## src/hdl/lge_pkg.sv

```systemverilog
// Shared constants, types and helpers of the 5x5 LoG edge filter.
package lge_pkg;

	localparam int PIX_W       = 8;
	localparam int DIM_W       = 11;
	localparam int LEAD_W      = 13;
	localparam int RESP_W      = 13;
	localparam int MAX_W       = 12;
	localparam int TAP_W       = 6;
	localparam int WIN         = 5;
	localparam int CFG_IDX_W   = 2;
	localparam int DEF_MAX_COLS = 1024;
	localparam int DEF_MAX_ROWS = 1024;
	localparam int DIM_RESET   = 256;

	localparam logic [CFG_IDX_W-1:0] REG_FRAME_ROWS = 2'd0;
	localparam logic [CFG_IDX_W-1:0] REG_FRAME_COLS = 2'd1;

	typedef logic signed [TAP_W-1:0] tap_t;
	typedef logic signed [RESP_W-1:0] resp_t;

	localparam tap_t LOG_TAPS [WIN][WIN] = '{
		'{ 6'sd0,  6'sd0, -6'sd1,  6'sd0,  6'sd0},
		'{ 6'sd0, -6'sd1, -6'sd2, -6'sd1,  6'sd0},
		'{-6'sd1, -6'sd2, 6'sd16, -6'sd2, -6'sd1},
		'{ 6'sd0, -6'sd1, -6'sd2, -6'sd1,  6'sd0},
		'{ 6'sd0,  6'sd0, -6'sd1,  6'sd0,  6'sd0}
	};

	// one item as it moves down the pipeline
	typedef struct packed {
		logic             write;
		logic             produce;
		logic             border;
		logic             last;
		logic [PIX_W-1:0] sample;
	} lge_item_t;

	function automatic logic [DIM_W-1:0] clamp_dim(logic [DIM_W-1:0] v, int top);
		if (v == '0)
			return DIM_W'(1);
		if (int'(v) > top)
			return DIM_W'(top);
		return v;
	endfunction

	function automatic resp_t tap_mul(tap_t t, logic [PIX_W-1:0] p);
		resp_t ts;
		resp_t ps;
		ts = RESP_W'(t);
		ps = signed'({{(RESP_W-PIX_W){1'b0}}, p});
		return ts * ps;
	endfunction

endpackage

```

## src/hdl/lge_stats.sv

```systemverilog
// Running min/max per frame and the result register.
module lge_stats (
	input  logic                               clk,
	input  logic                               arst_n,
	input  logic                               en,
	input  logic                               restart,
	input  logic                               v_s4,
	input  lge_pkg::lge_item_t                 item_s4,
	input  lge_pkg::resp_t                     resp_s4,
	output logic                               res_valid,
	output logic                               out_valid,
	output logic signed [lge_pkg::RESP_W-1:0]  response,
	output logic                               on_border,
	output logic signed [lge_pkg::RESP_W-1:0]  min_so_far,
	output logic [lge_pkg::MAX_W-1:0]          max_so_far,
	output logic                               last_of_frame
);
	import lge_pkg::*;

	resp_t min_q, max_q, new_min, new_max;
	logic  res_valid_q, out_valid_q, on_border_q, last_q;
	resp_t response_q, min_out_q;
	logic [MAX_W-1:0] max_out_q;

	assign new_min = (item_s4.produce && resp_s4 < min_q) ? resp_s4 : min_q;
	assign new_max = (item_s4.produce && resp_s4 > max_q) ? resp_s4 : max_q;

	always_ff @(posedge clk or negedge arst_n) begin
		if (!arst_n) begin
			res_valid_q <= 1'b0;
			min_q       <= '0;
			max_q       <= '0;
		end else begin
			if (restart) begin
				min_q <= '0;
				max_q <= '0;
			end else if (en && v_s4) begin
				if (item_s4.last) begin
					min_q <= '0;
					max_q <= '0;
				end else begin
					min_q <= new_min;
					max_q <= new_max;
				end
			end
			if (en)
				res_valid_q <= v_s4;
		end
	end

	always_ff @(posedge clk) begin
		if (en && v_s4) begin
			out_valid_q <= item_s4.produce;
			response_q  <= resp_s4;
			on_border_q <= item_s4.border;
			last_q      <= item_s4.last;
			min_out_q   <= new_min;
			max_out_q   <= new_max[MAX_W-1:0];
		end
	end

	assign res_valid     = res_valid_q;
	assign out_valid     = out_valid_q;
	assign response      = response_q;
	assign on_border     = on_border_q;
	assign min_so_far    = min_out_q;
	assign max_so_far    = max_out_q;
	assign last_of_frame = last_q;

endmodule

```

## config.mk

```make
export PLATFORM = sky130hd
export DESIGN_NAME = lge_stats
export DESIGN_NICKNAME = d
export VERILOG_FILES = /design/src/hdl/lge_pkg.sv /design/src/hdl/lge_stats.sv
export SDC_FILE = /design/constraint.sdc
export NUM_CORES = 1
export LEC_CHECK = 0
export ABC_AREA = 1
export BUFFER_PORTS_ARGS = -buffer_cell sky130_fd_sc_hd__buf_4
export CELL_PAD_IN_SITES_DETAIL_PLACEMENT = 1
export CELL_PAD_IN_SITES_GLOBAL_PLACEMENT = 1
export CORE_MARGIN = 10
export CORE_UTILIZATION = 37
export DETAILED_ROUTE_END_ITERATION = 7
export GPL_TIMING_DRIVEN = 0
export PLACE_DENSITY = 0.79
export SLEW_MARGIN = 20
export SYNTH_ARGS = -nofsm -noshare
export SYNTH_HDL_FRONTEND = slang
export SYNTH_SLANG_ARGS = --single-unit
```

## constraint.sdc

```tcl
create_clock -name clk -period 2.1 [get_ports clk]
set_clock_uncertainty 0.2 [all_clocks]
set_input_delay 0.42 -clock clk [delete_from_list [all_inputs] [get_ports clk]]
set_output_delay 0.42 -clock clk [all_outputs]
set_load 0.02 [all_outputs]
```

# --- Word-level counts from Yosys, hierarchy flattened ---
# Index checks and enable logic that the tools add are counted.
word_totals:
  ff_bits: 68
  wordCells: 26
  input_bits: 30
  output_inout_bits: 42
op_classes:
  n_mux: 8
  reduce_logical: 6
  order_cmp: 2
ops:
  columns: ["cell", "n"]
  rows:
  - ["$mux W13", 8]
  - ["$gt A13 B13 Y1", 1]
  - ["$lt A13 B13 Y1", 1]
  - ["$logic_and A1 B1 Y1", 3]
  - ["$reduce_bool A3 Y1", 1]
  - ["$reduce_and A2 Y1", 1]
  - ["$reduce_bool A2 Y1", 1]

# --- Depth between registers and ports, before layout ---
depth:
  word_depth: 6
  mapped_depth: 14
  depth_no_buf: 14

# --- Worst setup path after synthesis ---
# Ideal clock, no wire load.
synth_path:
  path_type: "input to register"
  startpoint: "input port en"
  endpoint: "register max_q[10]"
  t_arrival_ns: 1.988
  stages: 6
  setup_slack_ns: -0.206
  n_path_buf: 1
  setup_time_ns: 0.118
  cell_sequence: "nand2_1 inv_1 nor2_1 clkbuf_1 nand2_1 nand2_1"
synth_between:
  elab_chain_cells: 2
synth_lines:
  columns: ["element", "line", "source"]
  rows:
  - ["start, declared", "lge_stats.sv:5", "input logic en,"]
  - ["$logic_and A1 B1 Y1", "lge_stats.sv:37", "end else if (en && v_s4) begin"]
  - ["$reduce_bool A2 Y1 (no source line)", null, null]
  - ["end signal, assigned", "lge_stats.sv:43", "max_q <= new_max;"]
  - ["end, declared", "lge_stats.sv:20", "resp_t min_q, max_q, new_min, new_max;"]
# No other way between the ends.
# A chain may end at the register's enable or synchronous reset.

# --- Final worst setup path ---
layout_path:
  startpoint: "register min_q[9]"
  endpoint: "register min_out_q[11] (netlist: min_so_far[11]), data pin"
layout_between:
  elab_chain_cells: 3
layout_lines:
  columns: ["element", "line", "source"]
  rows:
  - ["start, declared", "lge_stats.sv:20", null]
  - ["start signal, assigned", "lge_stats.sv:42", "min_q <= new_min;"]
  - ["$lt A13 B13 Y1", "lge_stats.sv:25", "assign new_min = (item_s4.produce && resp_s4 < min_q) ? resp_s4 : min_q;"]
  - ["$logic_and A1 B1 Y1", "lge_stats.sv:25", null]
  - ["$mux W13", "lge_stats.sv:25", null]
  - ["via new_min[11]", "lge_stats.sv:20", null]
  - ["end signal, assigned", "lge_stats.sv:57", "min_out_q <= new_min;"]
  - ["end, declared", "lge_stats.sv:22", "resp_t response_q, min_out_q;"]
# The timed path passes the listed nets, and every way through them passes these cells.

==> results.json <==
{
  "hold_path_class": "primary input to register",
  "ys_ff_latch": 68,
  "instances_no_fill": 657,
  "initial_core_util_pct": 38.5,
  "cts_max_level": 3,
  "worstPathCellList": "inv_2, ha_4, nand2_4, nor2_4, buf_6, nand2_2, nand3_2, nor2_4, nand2_2, nand2_4, buf_6, nand4_1, and2_4",
  "ir_drop_mv": 0.337,
  "multi_input_area_um2": 2190,
  "grt_max_degree": 28,
  "outcome": "finished with violations",
  "violations": "setup timing",
  "finalCritPeriodShare_pct": 119,
  "p_switching_uw": 1200,
  "first_pass_iters": 5,
  "ant_nets": 0,
  "yosysTopAreaCellShare_pct": 34.3,
  "viasPerCell": 5.55,
  "antenna_found_initial": 0,
  "die_h_um": 119,
  "num_rows": 35,
  "max_freq_ghz": 0.399,
  "routabilityCongestion": 0.826,
  "power.total_uw": 3760,
  "p_comb_share_pct": 27.3,
  "cp-start-kind": "register",
  "syn-cell-area_um2": 3590,
  "cts_buffers": 9,
  "synth_area_leader_cell": "edfxtp_1",
  "layout-drive-gt1-share_pct": 58.0,
  "grt-ovfl-total": 0,
  "wl_per_cell_um": 25.0,
  "relSlewSlack_pct": 43.5,
  "fillers": 1024,
  "grt_use_total_pct": 19.5,
  "path_clk_slew_ns": 0.09,
  "hold_path_depth": 1,
  "cts_tree": "built",
  "fin_ws_ns": -0.405,
  "synth_cells": 391,
  "diodes": 0,
  "remaining_drc_errors": 0,
  "io_pins": 72,
  "setup_viol": 51,
  "p_sw_share_pct": 32.0,
  "slew_violations": 0,
  "seq_power_share_pct": 40.6,
  "clk_latency_ns": 0.38,
  "num-nets-final": 578,
  "ys_types": 22,
  "netlist_top_cells_area": "edfxtp_1, dfrtp_1, nand2_1, ha_1, inv_1",
  "die_x_um": 119,
  "utilization_pct": 62.3,
  "dp.cells": 582,
  "coreArea_um2": 9330,
  "end_kind": "register",
  "grt_pass1_vias": 3915,
  "crit_type": "register to register",
  "yosysWarnings": 0,
  "reg2reg_depth": 13,
  "cp.required_ns": 2.04,
  "cap_violations": 0,
  "worst_ep_arrival_time_ns": 2.45,
  "syn_avg_cell_area_um2": 9.18,
  "cts-root-buf": "clkbuf_8",
  "dpl.hpwl_um": 7340,
  "cts_sinks": 68,
  "num_vias": 3644,
  "cp_slowest_cell": "dfrtp_1",
  "fin_crit_ns": 2.51,
  "tightestPinTransition_ns": 0.843,
  "port_buffers": 62,
  "seq_area_um2": 1910,
  "synthesis.nets": 446,
  "area.growth.synth_to_final_pct": 62.0,
  "die_area_um2": 14000,
  "grt_setup_unrepaired": "yes",
  "grt_pass1_wl_um": 21700,
  "wirelength_um": 16400,
  "drt_iter0_drc": 213,
  "leakage_uw": 0.00262,
  "p_per_area_nw_per_um2": 647,
  "synth-seq-area-share_pct": 53.1,
  "hold_viol_final": 0,
  "path_max_fanout": 5,
  "p_int_uw": 2560,
  "p_clk_share_pct": 32.1,
  "cp_slowest_stage_delay_ns": 0.42,
  "clockBufferDepth": 2
}
==> through the flow <==
step	area, µm²	TNS [ns]	setup slack (ns)	hold slack [ns]
after floorplan	3640	-1.02	-0.0509	-0.0756
after global placement	4270	-31.26	-0.844	0.183
after detailed placement	4270	-39.08	-0.991	0.185
after CTS	5240	-5.74	-0.208	0.0259
after global routing	5820	-17.54	-0.507	0.0213
final	5820	-13.24	-0.405	0.0220
==> placed cells by master (no fill, tap or decap), types with 17 or more instances in the layout <==
cell,instances
buf_4,101
nand2_1,68
edfxtp_1,41
inv_1,35
nand2_4,28
nand3_2,27
dfrtp_1,27
nand2_2,26
nand4_1,25
inv_2,21
buf_6,17
and2_4,17
ha_4,17
==> state kept, by name (all words and copies together), names as in the netlist <==
name and cells:
min_q 13, res_valid 1, response 13, last_of_frame 1, max_q 13, max_so_far 12, min_so_far 13, on_border 1
out_valid 1
==> final timing paths <==
| check | to | startpoint | slack [ns] |
|---|---|---|---|
| max in group asynchronous | min_q[9]$_DFFE_PN0P_ | arst_n | 1.04 |
| worst max-delay path | min_so_far[11]$_DFFE_PP_ | min_q[9]$_DFFE_PN0P_ | -0.41 |
| worst min register to register | min_q[7]$_DFFE_PN0P_ | min_q[7]$_DFFE_PN0P_ | 0.29 |
| min in group asynchronous | max_q[2]$_DFFE_PN0P_ | arst_n | 0.33 |
| worst max register to register | min_so_far[11]$_DFFE_PP_ | min_q[9]$_DFFE_PN0P_ | -0.41 |
| worst min-delay path | on_border$_DFFE_PP_ | item_s4[9] | 0.02 |
==> synthesized netlist by cell type <==
cell      instances
o21ai_0           1
dfrtp_1          27
and2_1           25
nand3_4           1
nand3_1          30
a21oi_1           7
inv_1            58
nand4_1          25
buf_4             2
o21a_1            1
nand3b_1          1
ha_1             25
nand2_2           2
nor3_2            1
nand3_2           3
nor2_2            1
nor2_1            9
nand2_1         121
buf_6             2
edfxtp_1         41
buf_2             2
clkbuf_1          6
==> metal layers <==
layer  track usage (%)  routed length [µm]  up-vias
met5                 0                   0        -
met3              3.38                1020       80
met2              34.4                8220      184
li1                  -                   -     1547
met4              10.7                 943        0
met1              21.8                6230     1833
==> cell families after synthesis <==
| group | after synthesis | share of synthesized area (%) |
|---|---|---|
| simple gates | 219 | 28.8 |
| buf+inv | 70 | 8.02 |
| flops | 68 | 53.1 |
| fa+ha+maj | 25 | 8.71 |
| compound gates | 9 | 1.32 |
==> power by group through the flow <==
stage	logic (µW)	registers [µW]	clock network, µW
after detailed placement	581	1550	0
after floorplan	272	1620	0
final	1030	1530	1210
after CTS	812	1520	1190
after global placement	560	1550	0
after global routing	1070	1530	1270
==> repair_timing <==
item | CTS | global route
gates resized for setup | 115 | 116
pin swaps | 65 | 82
endpoints found under the setup margin | 51 | 51
buffers inserted | 31 | 26
cloned | 7 | 0
endpoints found under the hold margin | 27 | 0
hold buffers | 1 | 0
==> layout make-up <==
class                      count  area share (%)
clock buffer                  11            2.60
timing repair buffer         120            17.4
timing repair inverter         2           0.215
sequential                    68            32.8
inverter                      58            3.85
tap                          129            2.78
buffer                        11            1.64
multi-input combinational    253            37.7
clock inverter                 5            1.01
==> worst max-delay path, delay by kind of cell, from the launching register on <==
kind / cells / cell delay [ns]
and+or+nand+nor: 9 / 1.06
DFF: 1 / 0.42
buffers and inverters: 3 / 0.38
adders and majority gates: 1 / 0.21
Power figures use the tool's default switching activity.
