==> src/hdl/lge_pkg.sv <==
// Shared constants, types and helpers of the 5x5 LoG edge filter.
package lge_pkg;

	localparam int PIX_W       = 8;
	localparam int DIM_W       = 11;
	localparam int LEAD_W      = 13;
	localparam int RESP_W      = 13;
	localparam int MAX_W       = 12;
	localparam int TAP_W       = 6;
	localparam int WIN         = 5;
	localparam int CFG_IDX_W   = 2;
	localparam int DEF_MAX_COLS = 1024;
	localparam int DEF_MAX_ROWS = 1024;
	localparam int DIM_RESET   = 256;

	localparam logic [CFG_IDX_W-1:0] REG_FRAME_ROWS = 2'd0;
	localparam logic [CFG_IDX_W-1:0] REG_FRAME_COLS = 2'd1;

	typedef logic signed [TAP_W-1:0] tap_t;
	typedef logic signed [RESP_W-1:0] resp_t;

	localparam tap_t LOG_TAPS [WIN][WIN] = '{
		'{ 6'sd0,  6'sd0, -6'sd1,  6'sd0,  6'sd0},
		'{ 6'sd0, -6'sd1, -6'sd2, -6'sd1,  6'sd0},
		'{-6'sd1, -6'sd2, 6'sd16, -6'sd2, -6'sd1},
		'{ 6'sd0, -6'sd1, -6'sd2, -6'sd1,  6'sd0},
		'{ 6'sd0,  6'sd0, -6'sd1,  6'sd0,  6'sd0}
	};

	// one item as it moves down the pipeline
	typedef struct packed {
		logic             write;
		logic             produce;
		logic             border;
		logic             last;
		logic [PIX_W-1:0] sample;
	} lge_item_t;

	function automatic logic [DIM_W-1:0] clamp_dim(logic [DIM_W-1:0] v, int top);
		if (v == '0)
			return DIM_W'(1);
		if (int'(v) > top)
			return DIM_W'(top);
		return v;
	endfunction

	function automatic resp_t tap_mul(tap_t t, logic [PIX_W-1:0] p);
		resp_t ts;
		resp_t ps;
		ts = RESP_W'(t);
		ps = signed'({{(RESP_W-PIX_W){1'b0}}, p});
		return ts * ps;
	endfunction

endpackage

==> src/hdl/lge_ctrl.sv <==
// Frame cursors, lead-in count and configuration registers.
module lge_ctrl #(
	parameter int MAX_COLS = lge_pkg::DEF_MAX_COLS,
	parameter int MAX_ROWS = lge_pkg::DEF_MAX_ROWS
) (
	input  logic                          clk,
	input  logic                          arst_n,
	input  logic                          cfg_we,
	input  logic [lge_pkg::CFG_IDX_W-1:0] cfg_index,
	input  logic [lge_pkg::DIM_W-1:0]     cfg_data,
	input  logic                          acc,
	input  logic [lge_pkg::PIX_W-1:0]     sample,
	input  logic                          drain,
	output lge_pkg::lge_item_t            item,
	output logic [$clog2(MAX_COLS)-1:0]   rd_addr,
	output logic                          restart
);
	import lge_pkg::*;

	localparam int AW = $clog2(MAX_COLS);
	localparam int EW = DIM_W + 1;
	localparam logic [DIM_W-1:0] ROWS_RST =
		DIM_W'((DIM_RESET > MAX_ROWS) ? MAX_ROWS : DIM_RESET);
	localparam logic [DIM_W-1:0] COLS_RST =
		DIM_W'((DIM_RESET > MAX_COLS) ? MAX_COLS : DIM_RESET);

	logic [DIM_W-1:0]  rows_q, cols_q;
	logic [DIM_W-1:0]  in_row_q, in_col_q;
	logic [DIM_W-1:0]  out_r_q, out_c_q;
	logic [LEAD_W-1:0] lead_q;
	logic              primed_q;

	logic              pending, bubble, wr, prod;
	logic              in_col_end, out_col_end, out_row_end, edge_hit;
	logic [LEAD_W-1:0] lag;

	assign pending = in_row_q < rows_q;
	assign bubble  = pending && drain;
	assign wr      = !bubble && pending;
	assign prod    = !bubble && primed_q;
	assign lag     = LEAD_W'({cols_q, 1'b0}) + LEAD_W'(2);

	assign in_col_end  = in_col_q == cols_q - DIM_W'(1);
	assign out_col_end = out_c_q == cols_q - DIM_W'(1);
	assign out_row_end = out_r_q == rows_q - DIM_W'(1);
	assign edge_hit    = (out_r_q < DIM_W'(2)) || (out_c_q < DIM_W'(2)) ||
		(EW'(out_r_q) + EW'(2) >= EW'(rows_q)) ||
		(EW'(out_c_q) + EW'(2) >= EW'(cols_q));

	assign item.write   = wr;
	assign item.produce = prod;
	assign item.border  = prod && edge_hit;
	assign item.last    = prod && out_row_end && out_col_end;
	assign item.sample  = sample;
	assign rd_addr      = AW'(in_col_q);

	assign restart = cfg_we && (cfg_index == REG_FRAME_ROWS || cfg_index == REG_FRAME_COLS);

	always_ff @(posedge clk or negedge arst_n) begin
		if (!arst_n) begin
			rows_q   <= ROWS_RST;
			cols_q   <= COLS_RST;
			in_row_q <= '0;
			in_col_q <= '0;
			out_r_q  <= '0;
			out_c_q  <= '0;
			lead_q   <= '0;
			primed_q <= 1'b0;
		end else begin
			if (cfg_we) begin
				case (cfg_index)
					REG_FRAME_ROWS: rows_q <= clamp_dim(cfg_data, MAX_ROWS);
					REG_FRAME_COLS: cols_q <= clamp_dim(cfg_data, MAX_COLS);
					default: ;
				endcase
			end
			if (restart || (acc && item.last)) begin
				in_row_q <= '0;
				in_col_q <= '0;
				out_r_q  <= '0;
				out_c_q  <= '0;
				lead_q   <= '0;
				primed_q <= 1'b0;
			end else if (acc) begin
				if (wr) begin
					if (in_col_end) begin
						in_col_q <= '0;
						in_row_q <= in_row_q + DIM_W'(1);
					end else begin
						in_col_q <= in_col_q + DIM_W'(1);
					end
				end
				if (prod) begin
					if (out_col_end) begin
						out_c_q <= '0;
						out_r_q <= out_r_q + DIM_W'(1);
					end else begin
						out_c_q <= out_c_q + DIM_W'(1);
					end
				end else if (!bubble) begin
					lead_q <= lead_q + LEAD_W'(1);
					if (lead_q + LEAD_W'(1) >= lag)
						primed_q <= 1'b1;
				end
			end
		end
	end

endmodule

==> config.mk <==
export PLATFORM = sky130hd
export DESIGN_NAME = lge_ctrl
export DESIGN_NICKNAME = d
export VERILOG_FILES = /design/src/hdl/lge_pkg.sv /design/src/hdl/lge_ctrl.sv
export SDC_FILE = /design/constraint.sdc
export NUM_CORES = 1
export LEC_CHECK = 0
export BUFFER_PORTS_ARGS = -buffer_cell sky130_fd_sc_hd__buf_2
export CAP_MARGIN = 40
export CORE_MARGIN = 1.5
export CORE_UTILIZATION = 30
export CTS_CLUSTER_SIZE = 20
export DETAILED_ROUTE_END_ITERATION = 6
export GPL_ROUTABILITY_DRIVEN = 0
export GPL_TIMING_DRIVEN = 0
export PLACE_DENSITY = 0.55
export SLEW_MARGIN = 20
export SYNTH_ARGS = -nofsm -noshare
export SYNTH_HDL_FRONTEND = slang
export SYNTH_SLANG_ARGS = --single-unit
==> constraint.sdc <==
create_clock -name clk -period 6.44 [get_ports clk]
set_clock_uncertainty 0.15 [all_clocks]
set_input_delay 1.288 -clock clk [delete_from_list [all_inputs] [get_ports clk]]
set_output_delay 1.288 -clock clk [all_outputs]
set_load 0.005 [all_outputs]
* After elaboration in Yosys (flattened, before gate mapping)
Index checks and enable logic that the tools add are counted.
** Cells by class
- Add/sub/neg operators :: 10
- Multipliers :: 0
- Divide/modulo/power cells :: 0
- $lt $le $gt $ge :: 7
- Eq/ne operators :: 6
- Shifts and indexed selects :: 0
- Multiplexer cells :: 43
- Bitwise gates (word level) :: 0
- Reductions and logical operators :: 30
** Operators with widths (number)
- two-way mux 11 bit :: 22
- two-way mux 13 bit :: 4
- adder 11 x 1 -> 11 bit, second input constant :: 4
- equality test 11 bit :: 3
- adder 11 x 2 -> 12 bit, second input constant :: 2
- greater-or-equal comparator 12 x 11 -> 1 bit :: 2
- less-than comparator 11 x 2 -> 1 bit, second input constant :: 2
- subtractor 11 x 1 -> 11 bit, second input constant :: 2
- two-way mux 1 bit :: 17
- adder 12 x 2 -> 13 bit, second input constant :: 1
- adder 13 x 1 -> 13 bit, second input constant :: 1
- greater-or-equal comparator 13 bit :: 1
- nonzero test 2 bit :: 6
- greater-than comparator 11 bit, second input constant :: 1
- zero test 11 bit :: 1
- less-than comparator 11 bit :: 1
- AND reduction 3 bit :: 3
- logical AND 1 bit :: 8
- AND reduction 2 bit :: 4
- logical OR 1 bit :: 5
- inequality test 2 x 1 -> 1 bit, second input constant :: 2
- AND reduction 4 bit :: 1
- equality test 2 x 1 -> 1 bit, second input constant :: 1
- zero test 2 bit :: 1
- zero test 1 bit :: 1
** Word-level totals
- Register bits after elaboration :: 80
- Latch bits :: 0
- Memory bits (writable) :: 0
- ROM bits :: 0
- Input port bits :: 26
- Output and inout bits :: 23
- Logic and storage cells :: 104
- Memories :: 0

* Depth between registers and ports, before layout
- Word-level depth :: 10
- Mapped depth :: 14
- Mapped depth without buffers :: 14

* Worst setup path after synthesis
Ideal clock, no wire load.
- Path kind :: flip-flop to output port
- From :: register out_c_q[7]
- To :: output item[9] in the netlist's numbering
- Data arrival time :: 2.392 ns
- Required time :: 5.002 ns
- Setup slack :: 2.610 ns
- Cell stages (with the launch flop) :: 12
- Path buffers :: 1
- Cells stage by stage :: dfrtp_1 > clkbuf_1 > nand4_1 > nor2_1 > xor2_1 > ha_1 > a21o_1 > a211oi_1 > o41ai_1 > a41o_1 > nor4_1 > nor2_1
** RTL lines
- from (decl) :: RTL line lge_ctrl.sv:29 : logic [DIM_W-1:0] out_r_q, out_c_q;
- from (signal assigned) :: RTL line lge_ctrl.sv:98 : out_c_q <= out_c_q + DIM_W'(1);
- to (decl) :: RTL line lge_ctrl.sv:14 : output lge_pkg::lge_item_t item,

==> results.md <==
* Outcome: completed
* TritonCTS buffer count at 9
* Maximum number of pins on one net before global-route repair at 52
* Number of enable flip-flop cells after synthesis at 0
* Worst flop-to-flop path endpoint: out_r_q[7]
* Data arrival time of the critical path at 3.53 ns
* Mean post-synth cell area at 8.459 µm²
* Period utilisation layout at 77.09%
* Clk pin slew, worst setup/hold paths at 0.06 ns
* Number of different library cells in the post-synthesis netlist at 68
* Worst setup path start: out_c_q[7]
* Antenna-violating nets left at 0
* Internal cell power at 0.001096 W
* Number of I/O pins at 49
* Relative slew margins at 50.19%
* Wire length of the first global-routing pass at 28,430 µm
* Synthesized netlist net count at 875
* Wire length after detailed routing at 17,280 µm
* Final layout net count at 929
* Fraction of final layout cells with drive strength greater than 1 at 13.26%
* Power dissipated by switching net loads at 0.0006084 W
* Leakage at 3.570 nW
* Final max-slew violation count at 0
* Required @ worst endpoint at 5.00 ns
* Horiz. Die Dim at 152.5 µm
* Number of rows in the core area at 54
* Top library cells by usage in the layout, fill and taps aside: dfrtp_1 (78), nor2_1 (77), nand2_1 (69), xor2_1 (68), ha_1 (56)
* Min cycle time layout at 4.965 ns
* Initial Utilization at 30.64%
* Most numerous cell on the critical path: nor2_1
* Via count of the first global-routing pass at 5,424
* Most instantiated flip-flop cell in the synthesis netlist: dfrtp_1
* Final worst slack at 1.475 ns
* Die extent in y at 152.5 µm
* R2R Setup Slk at 2.77 ns
* Antenna diode count at 0
* Setup Total Neg Slack at 0 ns
* Final routed wire length divided by cell count at 15.26 µm
* Deepest level of the CTS H-tree at 3
* Total iterations of the first detailed-routing run at 4
* Top routing layer in use: met4
* Number of synthesized register bits at 80
* Netlist Area Pre-Place at 6708 µm²
* Number of setup buffers added after CTS at 0
* Routed vias/inst at 4.997
* Met3 wirelength from detailed routing at 596 µm
* Sequential element share of the synthesized area at 29.88%
* Fraction of power consumed by combinational cells at 32.4%
* Share of synthesized registers carrying an async set or reset at 100.0%
* Clock net sink count at 80
* FMAX at 0.2014 GHz
* Number of failing setup endpoints in the final timing report at 0
* Number of cells upsized or downsized after cts at 0
* Sw Ratio at 35.70%
* DP Wirelength at 13,540 µm
* Cells after Synth at 793
* Critical path cell sequence: clkbuf_1, nand4_1, nor2_1, xor2_1, ha_1, a21o_1, a211oi_1, o41ai_1, a41o_1, nor4_1, nor2_1, buf_2
* Sum of routed wire segments on met1 at 8401 µm
* Clock network fraction of total power at 32.6%
* Class of the most critical hold timing path: register to register
* Critical path start-end classification: register to output pin
* Power density relative to cell area at 223.8 nW/µm²
* Area of the die at 23,270 µm²
* Peak ir drop on the vdd network at 0.1330 mV
* Worst reg-to-reg path cell count at 11
* Number of hold buffers added after CTS at 0
* Final Hold Vio Count at 0
* Max incr delay on CP at 0.38 ns
* Port-buffer cells at 40
* Biggest fanout along the worst timing path at 9
* Via Count at 5,657
* Warnings, synthesis at 0
* Worst slack after detailed placement at 1.789 ns
* Root cell of the clock tree: clkbuf_16
* Share of power burned in registers at 34.9%
* Capturing instance or port of the critical path: item[9]
* Total DRC errors in the routed layout at 0
* Met2 wire length at 8005 µm
* Remaining Overflow, GRT at 0
* Total routing usage reported by global routing at 15.25%
* Slowest stage cell, crit path: clkbuf_1
* Violation count after the first detailed-route iteration at 402
* Area grow syn2layout at 13.50%
* Setup repair after global routing missed its margin: no
* Clock network latency to the later pin of the worst-skew pair at 0.36 ns
* Slew at the pin with the worst max-slew slack at 0.7414 ns
* Nature of the critical path startpoint: register
* Max-Cap Viols at 0
* Floorplan Core Area at 21,890 µm²
* Commonest non-fill, non-tap cell in the layout: dfrtp_1
* CTS tree: yes
* Launch point of the worst reg-to-reg path: cols_q[0]
* CTS max path bufs at 2
* Number of antenna violations at the first check in global routing at 0
* Crit end category: output pin
final cells by class:
class,count,area [µm²]
Sequential cell,80,2004
Tap cell,280,350.3
Clock inverter,6,73.82
Inverter,40,150.1
Buffer,59,326.6
Clock buffer,10,239.0
Fill cell,2327,14280
Multi-Input combinational cell,614,4227
Timing Repair Buffer,43,242.7
Yosys cell counts (4+ instances only):
library cell  instances  area share (%)
buf_4                21             2.4
nor2_1               77             4.3
a21o_1                8            0.90
dfrtp_1              78              29
nor4_1               11             1.0
a41oi_1               4            0.52
or3_1                 6            0.56
nand4_1              14             1.3
o211ai_1              5            0.56
buf_2                 9            0.67
nand2_1              69             3.9
nor3_1               20             1.5
o21ai_1               7            0.52
nand3_1              39             2.9
o21ai_0              37             2.8
or3_4                 4            0.67
nor2b_1              10            0.93
o2111ai_1             4            0.52
clkbuf_1             27             1.5
inv_1                39             2.2
xnor2_1              44             5.7
xor2_1               68             8.9
nand2b_1             20             1.9
a21oi_1              19             1.4
and3_1               18             1.7
a211oi_1              7            0.78
ha_1                 56              10
routing by layer:
metal	track usage (%)	vias up
met5	0	-
met4	4.853	0
met3	2.361	19
met2	24.48	102
met1	21.03	2700
li1	-	2836
logic make-up after synthesis:
family / after synthesis / synth area share [%]
xor+xnor: 112 / 14.62
compound gates: 125 / 12.63
flops: 80 / 29.88
fa+ha+maj: 56 / 10.45
mux: 7 / 1.119
buf+inv: 99 / 7.107
simple gates: 314 / 24.19
per-stage QoR:
| stage | instance area [µm²] | hold WS [ns] | util (%) | total power (W) | cells |
|---|---|---|---|---|---|
| after detailed placement | 7296 | 0.3697 | 33.33 | 0.001156 | 1115 |
| after global placement | 7258 | 0.3535 | 33.16 | 0.001151 | 1113 |
| after CTS | 7609 | 0.3794 | 34.76 | 0.001723 | 1131 |
| after floorplan | 6708 | 0.3361 | - | 0.0009986 | 793 |
| final | 7614 | 0.3941 | 34.78 | 0.001704 | 1132 |
| after global routing | 7614 | 0.4209 | 34.78 | 0.001816 | 1132 |
registers in the layout (all words and copies together), names as in the netlist:
name      flops
out_c_q      11
lead_q       13
out_r_q      11
rows_q       11
cols_q       11
in_row_q     11
in_col_q     11
primed_q      1
power by group through the flow:
stage / Sequential, W / Clock (W) / Combinational [W]
6_report: 0.000595 / 0.000556 / 0.000553
5_1_grt: 0.000601 / 0.000590 / 0.000625
3_3_place_gp: 0.000604 / 0 / 0.000547
3_5_place_dp: 0.000605 / 0 / 0.000551
4_1_cts: 0.000595 / 0.000573 / 0.000555
2_1_floorplan: 0.000586 / 0 / 0.000412
how the worst min path moves through the flow:
stage | startpoint | to | slack [ns] | cells past startpoint
after floorplan | rows_q[8] | rows_q[8] | 0.34 | 2
after global placement | rows_q[8] | rows_q[8] | 0.35 | 2
after detailed placement | rows_q[8] | rows_q[8] | 0.37 | 2
after CTS | rows_q[8] | rows_q[8] | 0.38 | 2
after global routing | rows_q[8] | rows_q[8] | 0.42 | 2
final | rows_q[8] | rows_q[8] | 0.39 | 2
worst max-delay path: cells and delay by family, from the launching register on:
kind                       cells  cell delay, ns
adders and majority gates      1            0.26
AOI/OAI and AO/OA              4            0.90
DFF                            1            0.32
buffers and inverters          2            0.51
xor gates and xnor gates       1            0.19
and+or+nand+nor                4            0.98
Note: power is estimated with default switching activity, not from simulation.
