==> config.mk <==
export PLATFORM = sky130hd
export DESIGN_NAME = lge_conv
export DESIGN_NICKNAME = d
export VERILOG_FILES = /design/src/hdl/lge_pkg.sv /design/src/hdl/lge_conv.sv
export SDC_FILE = /design/constraint.sdc
export NUM_CORES = 1
export LEC_CHECK = 0
export ABC_AREA = 1
export BUFFER_PORTS_ARGS = -buffer_cell sky130_fd_sc_hd__buf_2
export CORE_UTILIZATION = 50
export DETAILED_ROUTE_END_ITERATION = 6
export PLACE_DENSITY = 0.68
export SLEW_MARGIN = 10
export SYNTH_ARGS = -nofsm -noshare
export SYNTH_HDL_FRONTEND = slang
export SYNTH_SLANG_ARGS = --single-unit
==> constraint.sdc <==
create_clock -name clk -period 12.49 [get_ports clk]
set_input_delay 3.1225 -clock clk [delete_from_list [all_inputs] [get_ports clk]]
set_output_delay 3.1225 -clock clk [all_outputs]
set_load 0.02 [all_outputs]
==> src/hdl/lge_pkg.sv <==
// Shared constants, types and helpers of the 5x5 LoG edge filter.
package lge_pkg;

	localparam int PIX_W       = 8;
	localparam int DIM_W       = 11;
	localparam int LEAD_W      = 13;
	localparam int RESP_W      = 13;
	localparam int MAX_W       = 12;
	localparam int TAP_W       = 6;
	localparam int WIN         = 5;
	localparam int CFG_IDX_W   = 2;
	localparam int DEF_MAX_COLS = 1024;
	localparam int DEF_MAX_ROWS = 1024;
	localparam int DIM_RESET   = 256;

	localparam logic [CFG_IDX_W-1:0] REG_FRAME_ROWS = 2'd0;
	localparam logic [CFG_IDX_W-1:0] REG_FRAME_COLS = 2'd1;

	typedef logic signed [TAP_W-1:0] tap_t;
	typedef logic signed [RESP_W-1:0] resp_t;

	localparam tap_t LOG_TAPS [WIN][WIN] = '{
		'{ 6'sd0,  6'sd0, -6'sd1,  6'sd0,  6'sd0},
		'{ 6'sd0, -6'sd1, -6'sd2, -6'sd1,  6'sd0},
		'{-6'sd1, -6'sd2, 6'sd16, -6'sd2, -6'sd1},
		'{ 6'sd0, -6'sd1, -6'sd2, -6'sd1,  6'sd0},
		'{ 6'sd0,  6'sd0, -6'sd1,  6'sd0,  6'sd0}
	};

	// one item as it moves down the pipeline
	typedef struct packed {
		logic             write;
		logic             produce;
		logic             border;
		logic             last;
		logic [PIX_W-1:0] sample;
	} lge_item_t;

	function automatic logic [DIM_W-1:0] clamp_dim(logic [DIM_W-1:0] v, int top);
		if (v == '0)
			return DIM_W'(1);
		if (int'(v) > top)
			return DIM_W'(top);
		return v;
	endfunction

	function automatic resp_t tap_mul(tap_t t, logic [PIX_W-1:0] p);
		resp_t ts;
		resp_t ps;
		ts = RESP_W'(t);
		ps = signed'({{(RESP_W-PIX_W){1'b0}}, p});
		return ts * ps;
	endfunction

endpackage

==> src/hdl/lge_conv.sv <==
// 5x5 window registers and the pipelined LoG sum.
module lge_conv (
	input  logic                                   clk,
	input  logic                                   arst_n,
	input  logic                                   en,
	input  logic                                   acc,
	input  lge_pkg::lge_item_t                     item,
	input  logic [lge_pkg::WIN*lge_pkg::PIX_W-1:0] column,
	output logic                                   wr_en,
	output logic [lge_pkg::PIX_W-1:0]              wr_sample,
	output logic                                   v_s4,
	output lge_pkg::lge_item_t                     item_s4,
	output lge_pkg::resp_t                         resp_s4
);
	import lge_pkg::*;

	logic      v_s1, v_s2, v_s3;
	lge_item_t item_s1, item_s2, item_s3;
	logic [PIX_W-1:0] win [WIN][WIN];
	resp_t     rsum [WIN];
	resp_t     rowsum_s3 [WIN];
	resp_t     tot;

	assign wr_en     = v_s1 && item_s1.write;
	assign wr_sample = item_s1.sample;

	always_comb begin
		for (int i = 0; i < WIN; i++) begin
			rsum[i] = '0;
			for (int j = 0; j < WIN; j++)
				rsum[i] = rsum[i] + tap_mul(LOG_TAPS[i][j], win[i][j]);
		end
	end

	assign tot = rowsum_s3[0] + rowsum_s3[1] + rowsum_s3[2] + rowsum_s3[3] + rowsum_s3[4];

	always_ff @(posedge clk or negedge arst_n) begin
		if (!arst_n) begin
			v_s1 <= 1'b0;
			v_s2 <= 1'b0;
			v_s3 <= 1'b0;
			v_s4 <= 1'b0;
		end else if (en) begin
			v_s1 <= acc;
			v_s2 <= v_s1;
			v_s3 <= v_s2;
			v_s4 <= v_s3;
		end
	end

	always_ff @(posedge clk) begin
		if (en) begin
			item_s1 <= item;
			item_s2 <= item_s1;
			item_s3 <= item_s2;
			item_s4 <= item_s3;
			// new column enters on the right, row 0 is the oldest line
			if (wr_en) begin
				for (int i = 0; i < WIN; i++) begin
					for (int j = 0; j < WIN - 1; j++)
						win[i][j] <= win[i][j+1];
					win[i][WIN-1] <= column[(WIN-1-i)*PIX_W +: PIX_W];
				end
			end
			for (int i = 0; i < WIN; i++)
				rowsum_s3[i] <= rsum[i];
			resp_s4 <= (item_s3.produce && !item_s3.border) ? tot : '0;
		end
	end

endmodule

# [Word level (Yosys, flattened, before mapping)]
# Memories as Yosys holds them, arrays and structs flattened.
# Cells that the tools add are included.
[classes] n_mux=5 add_sub_neg=24 n_reduce_logical=3
[op_table] cell="adder 13 bit" count=12
[op_table] cell="negation 8 -> 13 bit" count=8
[op_table] cell="negation 8 -> 12 bit" count=4
[op_table] cell="two-way mux 1 bit" count=5
[op_table] cell="logical AND 1 bit" count=2
[op_table] cell="zero test 1 bit" count=1
[word_totals] reg_bits=65 input_bits=56 wordCells=59 out_inout_bits=35 memories=2 mem_bits_rw=265
[mem_list] memory="win" words=5 word_bits=40 rd=5 rd_clocked_by_memory_dff=0 write_ports=5 line_no="lge_conv.sv:19" rtl="logic [PIX_W-1:0] win [WIN][WIN];"
[mem_list] memory="rowsum_s3" words=5 word_bits=13 rd=5 rd_clocked_by_memory_dff=0 write_ports=5 line_no="lge_conv.sv:21" rtl="resp_t rowsum_s3 [WIN];"

# [Depth between registers and ports, before layout]
# Gate-level depths: netlist of the first run.
# An unclocked memory read counts as a cell.
[depth] ltp_word=6 mapped_depth=19 mapped_depth_nobuf=19

# [Least setup slack after synthesis of the first run]
# No wires, ideal clock.
[synth_timing] path_kind="in2reg" from="input en" to="memory win[0][0] (netlist name), enable pin" stages=2 arrival_ps=9519 path_buffers=0 setup_ps=667 setup_slack_ps=2304 required_time_ps=11823 cell_sequence="nand2_1 -> nor2_1"
[synth_rtl] element="start, declared" line_no="lge_conv.sv:5" rtl="input logic en,"
[synth_rtl] element="end, declared" line_no="lge_conv.sv:19"

==> results.yml, run 1 <==
status:
  status: "finished, violations left"
  failed_checks: "design-rule violations"
pwr:
  powerDensity_nw_per_um2: 197.7
  clkPwrFrac_pct: 29.1
  power_leakage_nw: 6.593
  seqPwrFrac_pct: 38.1
  p_switching_mw: 1.018
  swShare_pct: 33.12
  combPwrFrac_pct: 32.8
  peakVddDrop_uv: 134.9
  p_int_mw: 2.055
clock_network:
  hold_buffers: 0
  clk_latency_ns: 0.55
  path_clk_slew_ns: 0.06
  clock-sinks: 280
  ctsRootBufferMaster: "clkbuf_16"
  clock_path_buffers: 3
  htree_levels: 1
  cts_tree: "built"
  numCtsBuffers: 30
  post-cts-setup-buffers: 0
  ctsResizeCount: 0
global_route:
  grt_overflow_total: 0
  grt_max_degree: 89
  grt_pass1_vias: 7460
  grt_antenna_before_repair: 0
  grt_pass1_wl_um: 36290
  track_usage_pct: 16.36
worst_setup_path:
  cp_max_fo: 88
  rr_endpoint: "rowsum_s3[0][38]$_DFFE_PP_"
  required_ns: 12.65
  startpoint_type: "primary input"
  cp.arrival_ns: 5.20
  r2r_cells: 17
  critPathCaptureType: "flip-flop"
  rrSetupSlack_ns: 8.32
  critPathKind: "in2reg"
  rr_startpoint: "win[2][24]$_DFFE_PP_"
yosys:
  synthAdderAreaFrac_pct: 16.13
  synth_nets: 1246
  synth_top_area_cell: "edfxtp_1"
  yosysUniqueCellTypes: 39
  synth_top_family_by_area: "adder cells"
  synthCells: 1057
  synth_edf_count: 276
  synth_compound_area_share_pct: 2.993
  synthFlopType: "edfxtp_1"
  synthMuxAreaShare_pct: 0.08236
  synth_warnings: 0
  async_reset_ff_share_pct: 1.429
  syn_area_per_cell_um2: 12.93
  synthSimpleGateAreaFrac_pct: 9.124
  synth_xor_area_share_pct: 3.459
  synth_seq_cells: 280
  yosysSeqAreaShare_pct: 61.35
  netlist_top_cells_area: "edfxtp_1, fa_1, inv_1"
  syn-cell-area_um2: 13670
  synth_top_cells_by_count: "edfxtp_1, inv_1, nand2_1"
  synth_top_cell_area_share_pct: 60.62
  yosysMostFrequentCell: "edfxtp_1"
final_layout:
  fin_nets: 1364
  postLayoutCoreUtil_pct: 57.82
  syn_to_final_growth_pct: 13.66
  drive_gt1_share_pct: 13.94
  n_fill_cell: 2164
  diodes: 0
  seqCellArea_um2: 8388
  multi_input_area_um2: 4353
sta:
  rsz0062_at_grt: "false"
  setup_viol: 0
  slew_violations: 0
  fmax_ghz: 0.1981
  fin_crit_ns: 5.047
  setup_tns_ns: 0
  worstMarginPinSlew_ns: 1.089
  slew_headroom_pct: 27.40
  finalHoldViolCount: 0
  hold_ws_ns: 0.4133
  skew_ns: 0.01216
  finalCritPeriodShare_pct: 40.41
worst_hold_path:
  hold_depth: 0
  hp-class: "reg2reg"
  hold_end: "item_s4[8]$_DFFE_PP_"
  min_from: "item_s3[8]$_DFFE_PP_"
route:
  routed_via_density: 4.823
  drt-initial-drc-count: 444
  wl_per_cell_um: 14.20
  dr_total_vias: 7423
  ant_nets: 0
  remaining_drc_errors: 1
  first_pass_iters: 7
  finalWirelength_um: 21860
die:
  dieWidth_um: 167.4
  coreArea_um2: 26880
  fp.dieH_um: 167.4
  rows: 60
  die-area_um2: 28010
  start_util_pct: 50.87
  num_io_pins: 91
run:
  cap_violations: 0
placement:
  port_buffers: 90
  place_hpwl_um: 16040
  gp_congestion: 0.8617
==> power by group through the flow <==
stage	sequential [mW]	combinational (mW)	clock, mW
after floorplan	1.21	0.754	0
after global placement	1.19	0.977	0
after detailed placement	1.19	1.01	0
after CTS	1.17	1.01	0.917
after global routing	1.18	1.17	0.952
final	1.17	1.01	0.895
==> stage by stage <==
| stage | area [um^2] | power [mW] | setup WS, ns | cells |
|---|---|---|---|---|
| 2_1_floorplan | 13670 | 1.963 | 2.304 | 1057 |
| 3_3_place_gp | 14530 | 2.165 | 6.807 | 1484 |
| 3_5_place_dp | 14530 | 2.195 | 6.784 | 1484 |
| 4_1_cts | 15540 | 3.102 | 7.369 | 1539 |
| 5_1_grt | 15540 | 3.304 | 7.219 | 1539 |
| 6_report | 15540 | 3.072 | 7.443 | 1539 |
==> cells by family (layout without fill, tap and decap cells) <==
family / Yosys count / in the layout
and+or+nand+nor: 275 / 275
adders and majority gates: 133 / 133
DFF: 280 / 280
buffers and inverters: 242 / 383
AOI/OAI and AO/OA: 72 / 72
muxes: 1 / 1
xor gates and xnor gates: 54 / 54
==> how the worst max path moves through the flow <==
stage               start              endpoint  slack, ns  depth (start not counted)
finish                 en   win[3][2]$_DFFE_PP_       7.44                          5
global route           en  win[4][19]$_DFFE_PP_       7.22                          5
global placement       en  win[4][11]$_DFFE_PP_       6.81                          5
detailed placement     en  win[3][16]$_DFFE_PP_       6.78                          5
CTS                    en   win[3][2]$_DFFE_PP_       7.37                          5
floorplan              en   win[0][0]$_DFFE_PP_       2.30                          2
==> layout make-up <==
| cell class | count | share of cell area (%) |
|---|---|---|
| inverters | 234 | 5.652 |
| clock inverters | 19 | 1.530 |
| clock buffers | 36 | 4.976 |
| repair buffers | 94 | 3.108 |
| multi-input cells | 535 | 28.01 |
| flip-flops and latches | 280 | 53.98 |
| well taps | 341 | 2.746 |
==> critical path, cell delays in order <==
cell and delay, ns:
buf_4 0.21, nand2_1 0.13, nor2_4 0.09, buf_4 0.62
buf_4 0.94
==> flip-flops by register name, summed over array words and instances (netlist names), 4 cells and up <==
register   flops
win          152
rowsum_s3     63
resp_s4       13
item_s2       12
item_s3       12
item_s4       12
wr_sample      8
item_s1        4
==> placed cells by master, fill, tap and decap left out, types with 5 or more instances in the layout <==
cell type	netlist	routed
edfxtp_1	276	276
inv_1	228	228
nand2_1	130	130
buf_2	0	89
fa_1	72	72
nor2_1	63	62
ha_1	61	61
xor2_1	44	44
nand3_1	40	40
a21oi_1	32	32
clkbuf_16	0	30
o21ai_0	14	14
xnor2_1	10	10
nand3b_1	8	8
nor2_2	7	7
o21ai_1	7	7
a21o_1	6	6
nor3_1	6	6
clkinv_1	1	6
clkbuf_1	0	6
nor3_2	5	5
inv_2	5	5
bufinv_16	0	5
buf_4	8	5
==> layer usage <==
metal	vias to the layer above	global-route usage, %	wire length, um
li1	3703	-	-
met3	42	2.222	730
met1	3522	21.89	10180
met5	-	0	0
met2	156	27.83	10390
met4	0	5.225	558
(Power assumes the default switching activity.)
==> run 2, diff against run 1 <==
--- a/config.mk
+++ b/config.mk
@@ -5,7 +5,7 @@
 export SDC_FILE = /design/constraint.sdc
 export NUM_CORES = 1
 export LEC_CHECK = 0
-export ABC_AREA = 1
+export ABC_AREA = 0
 export BUFFER_PORTS_ARGS = -buffer_cell sky130_fd_sc_hd__buf_2
 export CORE_UTILIZATION = 50
 export DETAILED_ROUTE_END_ITERATION = 6
==> constraint.sdc (replaced) <==
create_clock -name clk -period 5.2 [get_ports clk]
set_input_delay 1.3 -clock clk [delete_from_list [all_inputs] [get_ports clk]]
set_output_delay 1.3 -clock clk [all_outputs]
set_load 0.02 [all_outputs]
==> run 2 against run 1 <==
Effect of this change: the flow still finishes with violations (design-rule violations); power up 130%; register-to-register slack got worse by 7.6 ns; sequential share of layout area increased by 1.3 points; non-clock buffer count increased by 1; wire length is 5.1% lower; clock skew grew 0.0098 ns; synthesized cell count down 15%; flip-flop and latch count unchanged; combinational power is 120% higher.
==> results.yml, run 2 <==
status:
  status: "finished, violations left"
  failed_checks: "design-rule violations"
worst_hold_path:
  hp-class: "reg2reg"
  hold_depth: 0
final_layout:
  fin_nets: 1203
  layout_common_cells: "edfxtp_1, inv_1, buf_2, fa_1, ha_1"
  diodes: 0
  reg.largest.list: "win x152, rowsum_s3 x63, resp_s4 x13"
  n_fill_cell: 2053
  drive_gt1_share_pct: 14.64
  final_cells: 1373
  seqCellArea_um2: 8388
  syn_to_final_growth_pct: 13.98
  regMostFlops: "win"
  layout_commonest_cell: "edfxtp_1"
  largest_reg_flops: 152
  multi_input_area_um2: 4260
pwr:
  power_leakage_nw: 6.009
  power.total_mw: 7.209
  powerDensity_nw_per_um2: 474.7
  combPwrFrac_pct: 31.5
  swShare_pct: 31.12
  p_int_mw: 4.965
  peakVddDrop_uv: 284.4
  clkPwrFrac_pct: 29.4
  seqPwrFrac_pct: 39.1
  p_switching_mw: 2.244
sta:
  worstMarginPinSlew_ns: 0.8024
  rsz0062_at_grt: "false"
  finalCritPeriodShare_pct: 85.49
  slew_violations: 0
  hold_ws_ns: 0.4092
  finalHoldViolCount: 0
  setup_viol: 0
  slew_headroom_pct: 46.51
  fmax_ghz: 0.2250
  fin_crit_ns: 4.445
  layout_setup_ws_ns: 0.7547
  setup_tns_ns: 0
  skew_ns: 0.02193
clock_network:
  post-cts-setup-buffers: 0
  htree_levels: 1
  clock-sinks: 280
  cts_tree: "built"
  hold_buffers: 0
  ctsResizeCount: 0
  path_clk_slew_ns: 0.06
  numCtsBuffers: 30
  ctsRootBufferMaster: "clkbuf_16"
  clock_path_buffers: 3
  clk_latency_ns: 0.55
yosys:
  synth_warnings: 0
  yosysMostFrequentCell: "edfxtp_1"
  yosysUniqueCellTypes: 52
  syn-cell-area_um2: 13320
  async_reset_ff_share_pct: 1.429
  synth_seq_cells: 280
  synth_top_cell_area_share_pct: 62.21
  synth_edf_count: 276
  synthCells: 896
  synth_top_area_cell: "edfxtp_1"
  synth_nets: 1085
  yosysSeqAreaShare_pct: 62.96
  synth_top_cells_by_count: "edfxtp_1, inv_1, fa_1"
  synthFlopType: "edfxtp_1"
  netlist_top_cells_area: "edfxtp_1, fa_1, ha_1"
  syn_area_per_cell_um2: 14.87
placement:
  post-place-cells: 1317
  port_buffers: 90
  gp_congestion: 0.8246
  place_hpwl_um: 15250
  dp_slack_ns: 0.7684
global_route:
  grt_overflow_total: 0
  grt_pass1_wl_um: 33610
  grt_pass1_vias: 6786
  grt_max_degree: 60
  grt_antenna_before_repair: 0
  track_usage_pct: 16.04
route:
  remaining_drc_errors: 22
  first_pass_iters: 7
  drt-initial-drc-count: 511
  ant_nets: 0
  finalWirelength_um: 20740
  dr_total_vias: 6710
  wl_per_cell_um: 15.11
  routed_via_density: 4.887
die:
  die-area_um2: 27300
  rows: 59
  fp.dieH_um: 165.2
  start_util_pct: 50.98
  coreArea_um2: 26130
  num_io_pins: 91
  dieWidth_um: 165.2
worst_setup_path:
  slowest_delay_ns: 0.53
  required_ns: 5.50
  cp.arrival_ns: 4.74
  cp_max_fo: 6
  critPathCaptureType: "flip-flop"
  startpoint_type: "flip-flop"
  critPathKind: "reg2reg"
  r2r_cells: 14
  critPathSlowestCell: "or4_1"
  cp_cell_sequence: "or4_1, nor2_1, xor2_1, fa_1, inv_1, fa_1, inv_1, fa_1, inv_1, ha_1, nor3_1, or3b_1, a221oi_1, xnor2_1"
run:
  cap_violations: 0
[run 2: changes by cell type in the layout (fill, tap and decap cells not counted), sizes merged, moves of 8 or more]
cell	previous run	this run
xor2	44	25
o21ai	22	14
a21oi	32	22
inv	234	165
nand2b	1	9
nor2	72	37
xnor2	10	45
nor4	0	8
nand3	43	2
nand2	131	39
[run 2: cell type report]
type / instances / share of cell area [%]
timing repair buffer: 95 / 3.312
clock buffer: 33 / 5.018
clock inverter: 23 / 1.565
tap: 335 / 2.760
sequential: 280 / 55.24
multi-input combinational: 443 / 28.05
inverter: 164 / 4.054
[run 2: path summary, 6_finish.rpt]
path / startpoint / end / slack [ns]
worst max-delay path: win[2][26]$_DFFE_PP_ / rowsum_s3[0][37]$_DFFE_PP_ / 0.75
min in group asynchronous: arst_n / v_s2$_DFFE_PN0P_ / 0.55
worst max register to register: win[2][26]$_DFFE_PP_ / rowsum_s3[0][37]$_DFFE_PP_ / 0.75
worst min-delay path: win[0][12]$_DFFE_PP_ / win[0][20]$_DFFE_PP_ / 0.41
worst min register to register: win[0][12]$_DFFE_PP_ / win[0][20]$_DFFE_PP_ / 0.41
max in group asynchronous: arst_n / v_s3$_DFFE_PN0P_ / 4.54
[run 2: logic make-up (layout without fill, tap and decap cells)]
family	Yosys count	after routing	share of synthesized area (%)
AOI/OAI and AO/OA	88	88	4.395
xor gates and xnor gates	71	71	4.771
adders and majority gates	133	133	16.55
buffers and inverters	173	315	5.100
DFF	280	280	62.96
muxes	5	5	0.4132
and+or+nand+nor	146	146	5.813
[run 2: power by group through the flow]
stage               clock network, mW  registers, mW  logic (mW)
detailed placement                  0           2.87        2.27
CTS                              2.17           2.83        2.28
floorplan                           0           2.91        1.75
finish                           2.12           2.82        2.27
global placement                    0           2.87        2.23
global route                     2.26           2.84        2.63
[run 2: routing by layer]
layer	up-vias	GRT usage [%]	wire, um
li1	3325	-	-
met1	3204	22.39	9811
met2	149	25.98	9458
met3	32	2.672	996
met4	0	4.587	474
met5	-	0	0
[run 2: worst max-delay path: cells and delay by family (launching register included)]
kind	cells	cell delay, ns
flops	1	0.50
xor+xnor	2	0.20
fa+ha+maj	4	1.75
buf+inv	3	0.14
compound gates	1	0.31
simple gates	4	1.27
[run 2: metrics by stage]
step	util (%)	instance area, um^2
2_1_floorplan	-	13320
3_3_place_gp	54.29	14190
3_5_place_dp	54.29	14190
4_1_cts	58.11	15190
5_1_grt	58.11	15190
6_report	58.11	15190
==> run 3, diff against run 2 <==
--- a/config.mk
+++ b/config.mk
@@ -10,6 +10,7 @@
 export CORE_UTILIZATION = 50
 export DETAILED_ROUTE_END_ITERATION = 6
 export PLACE_DENSITY = 0.68
+export RECOVER_POWER = 25
 export SLEW_MARGIN = 10
 export SYNTH_ARGS = -nofsm -noshare
 export SYNTH_HDL_FRONTEND = slang
==> run 3 against run 2 <==
Effect of this change: the run still ends with design-rule violations left; via count did not move; highest routed layer unchanged; clock power barely moved; critical path depth did not move; critical endpoint unchanged; flip-flop and latch count did not move; maximum frequency did not move; global-route usage did not move.
==> results.yml, run 3 (synthesized netlist as in run 2, its figures left out) <==
status:
  status: "finished, violations left"
  failed_checks: "design-rule violations"
sta:
  slew_violations: 0
  setup_viol: 0
  worstMarginPinSlew_ns: 0.8024
  finalHoldViolCount: 0
  finalCritPeriodShare_pct: 85.49
  setup_tns_ns: 0
  slew_headroom_pct: 46.51
  skew_ns: 0.02193
  hold_ws_ns: 0.4092
  fin_crit_ns: 4.445
  rsz0062_at_grt: "false"
  fmax_ghz: 0.2250
route:
  remaining_drc_errors: 22
  wl_per_cell_um: 15.11
  first_pass_iters: 7
  ant_nets: 0
  finalWirelength_um: 20740
  drt-initial-drc-count: 511
  dr_total_vias: 6710
  routed_via_density: 4.887
die:
  fp.dieH_um: 165.2
  die-area_um2: 27300
  coreArea_um2: 26130
  start_util_pct: 50.98
  dieWidth_um: 165.2
  rows: 59
  num_io_pins: 91
worst_setup_path:
  critPathCaptureType: "flip-flop"
  rrSetupSlack_ns: 0.75
  worst-path-buf-inv: 3
  rr_startpoint: "win[2][26]$_DFFE_PP_"
  required_ns: 5.50
  rr_endpoint: "rowsum_s3[0][37]$_DFFE_PP_"
  cp_max_fo: 6
  critPathTopFamily: "adder cells"
  critPathKind: "reg2reg"
  cp_cell_sequence: "or4_1, nor2_1, xor2_1, fa_1, inv_1, fa_1, inv_1, fa_1, inv_1, ha_1, nor3_1, or3b_1, a221oi_1, xnor2_1"
  r2r_cells: 14
  cp.arrival_ns: 4.74
  slowest_delay_ns: 0.53
  critPathSlowestCell: "or4_1"
  startpoint_type: "flip-flop"
final_layout:
  design_area_um2: 15180
  regMostFlops: "win"
  layout_commonest_cell: "edfxtp_1"
  largest_reg_flops: 152
  reg.largest.list: "win x152, rowsum_s3 x63, resp_s4 x13"
  diodes: 0
  drive_gt1_share_pct: 14.55
  syn_to_final_growth_pct: 13.97
  layout_common_cells: "edfxtp_1, inv_1, buf_2, fa_1, ha_1"
  fin_nets: 1203
clock_network:
  cts_tree: "built"
  post-cts-setup-buffers: 0
  ctsRootBufferMaster: "clkbuf_16"
  hold_buffers: 0
  htree_levels: 1
  clock_path_buffers: 3
  numCtsBuffers: 30
  clock-sinks: 280
  ctsResizeCount: 0
  clk_latency_ns: 0.55
  path_clk_slew_ns: 0.06
placement:
  place_hpwl_um: 15250
  placed_area_um2: 14190
  gp_congestion: 0.8246
  port_buffers: 90
run:
  cap_violations: 0
global_route:
  grt_overflow_total: 0
  grt_pass1_vias: 6786
  track_usage_pct: 16.04
  grt_pass1_wl_um: 33610
  grt_antenna_before_repair: 0
  grt_max_degree: 60
worst_hold_path:
  min_from: "win[0][12]$_DFFE_PP_"
  hp-class: "reg2reg"
  hold_depth: 0
  hold_end: "win[0][20]$_DFFE_PP_"
pwr:
  power_leakage_nw: 6.006
  powerDensity_nw_per_um2: 474.7
  peakVddDrop_uv: 284.4
  power.total_mw: 7.209
==> run 3: cell types whose count changed in the layout (fill, tap and decap cells not counted) <==
cell,change
clkbuf_1,+1
buf_2,-1
==> run 3: worst reg2reg max path, cell delays in order (launching register included) <==
cell,delay (ns)
edfxtp_1,0.50
or4_1,0.53
nor2_1,0.14
xor2_1,0.10
fa_1,0.49
inv_1,0.06
fa_1,0.52
inv_1,0.05
fa_1,0.50
inv_1,0.04
ha_1,0.24
nor3_1,0.21
or3b_1,0.39
a221oi_1,0.31
xnor2_1,0.11
==> run 3: report_power, final <==
group	internal (mW)	total [mW]	switching, mW
logic	0.966	2.27	1.30
clock network	1.26	2.12	0.858
registers	2.74	2.82	0.0812
==> run 3: how the worst max path moves through the flow <==
| stage | slack [ns] | cells past startpoint | startpoint | end |
|---|---|---|---|---|
| floorplan | 1.04 | 14 | win[2][26]$_DFFE_PP_ | rowsum_s3[0][37]$_DFFE_PP_ |
| global placement | 0.88 | 14 | win[2][26]$_DFFE_PP_ | rowsum_s3[0][37]$_DFFE_PP_ |
| detailed placement | 0.77 | 14 | win[2][26]$_DFFE_PP_ | rowsum_s3[0][37]$_DFFE_PP_ |
| CTS | 0.76 | 14 | win[2][26]$_DFFE_PP_ | rowsum_s3[0][37]$_DFFE_PP_ |
| global route | 0.57 | 14 | win[2][26]$_DFFE_PP_ | rowsum_s3[0][37]$_DFFE_PP_ |
| finish | 0.75 | 14 | win[2][26]$_DFFE_PP_ | rowsum_s3[0][37]$_DFFE_PP_ |
==> run 3: cell type report <==
| cell class | count | area (um^2) |
|---|---|---|
| Sequential cell | 280 | 8388 |
| Fill cell | 2052 | 10950 |
| Timing Repair Buffer | 95 | 501.7 |
| Clock inverter | 23 | 237.7 |
| Tap cell | 335 | 419.2 |
| Inverter | 164 | 615.6 |
| Multi-Input combinational cell | 443 | 4260 |
| Clock buffer | 33 | 762.0 |
==> run 3: stage by stage <==
step / util [%] / instances / setup WS, ns
6_report: 58.11 / 1373 / 0.7547
5_1_grt: 58.11 / 1373 / 0.5729
4_1_cts: 58.11 / 1373 / 0.7575
3_5_place_dp: 54.29 / 1317 / 0.7684
3_3_place_gp: 54.29 / 1317 / 0.8847
2_1_floorplan: - / 896 / 1.039
==> run 3: layer usage <==
layer  GRT usage [%]  routed length (um)  share of wire [%]
met5               0                   0                  0
met2           25.98                9459                 46
met3           2.672                 996                4.8
met4           4.587                 474                2.3
met1           22.39                9812                 47
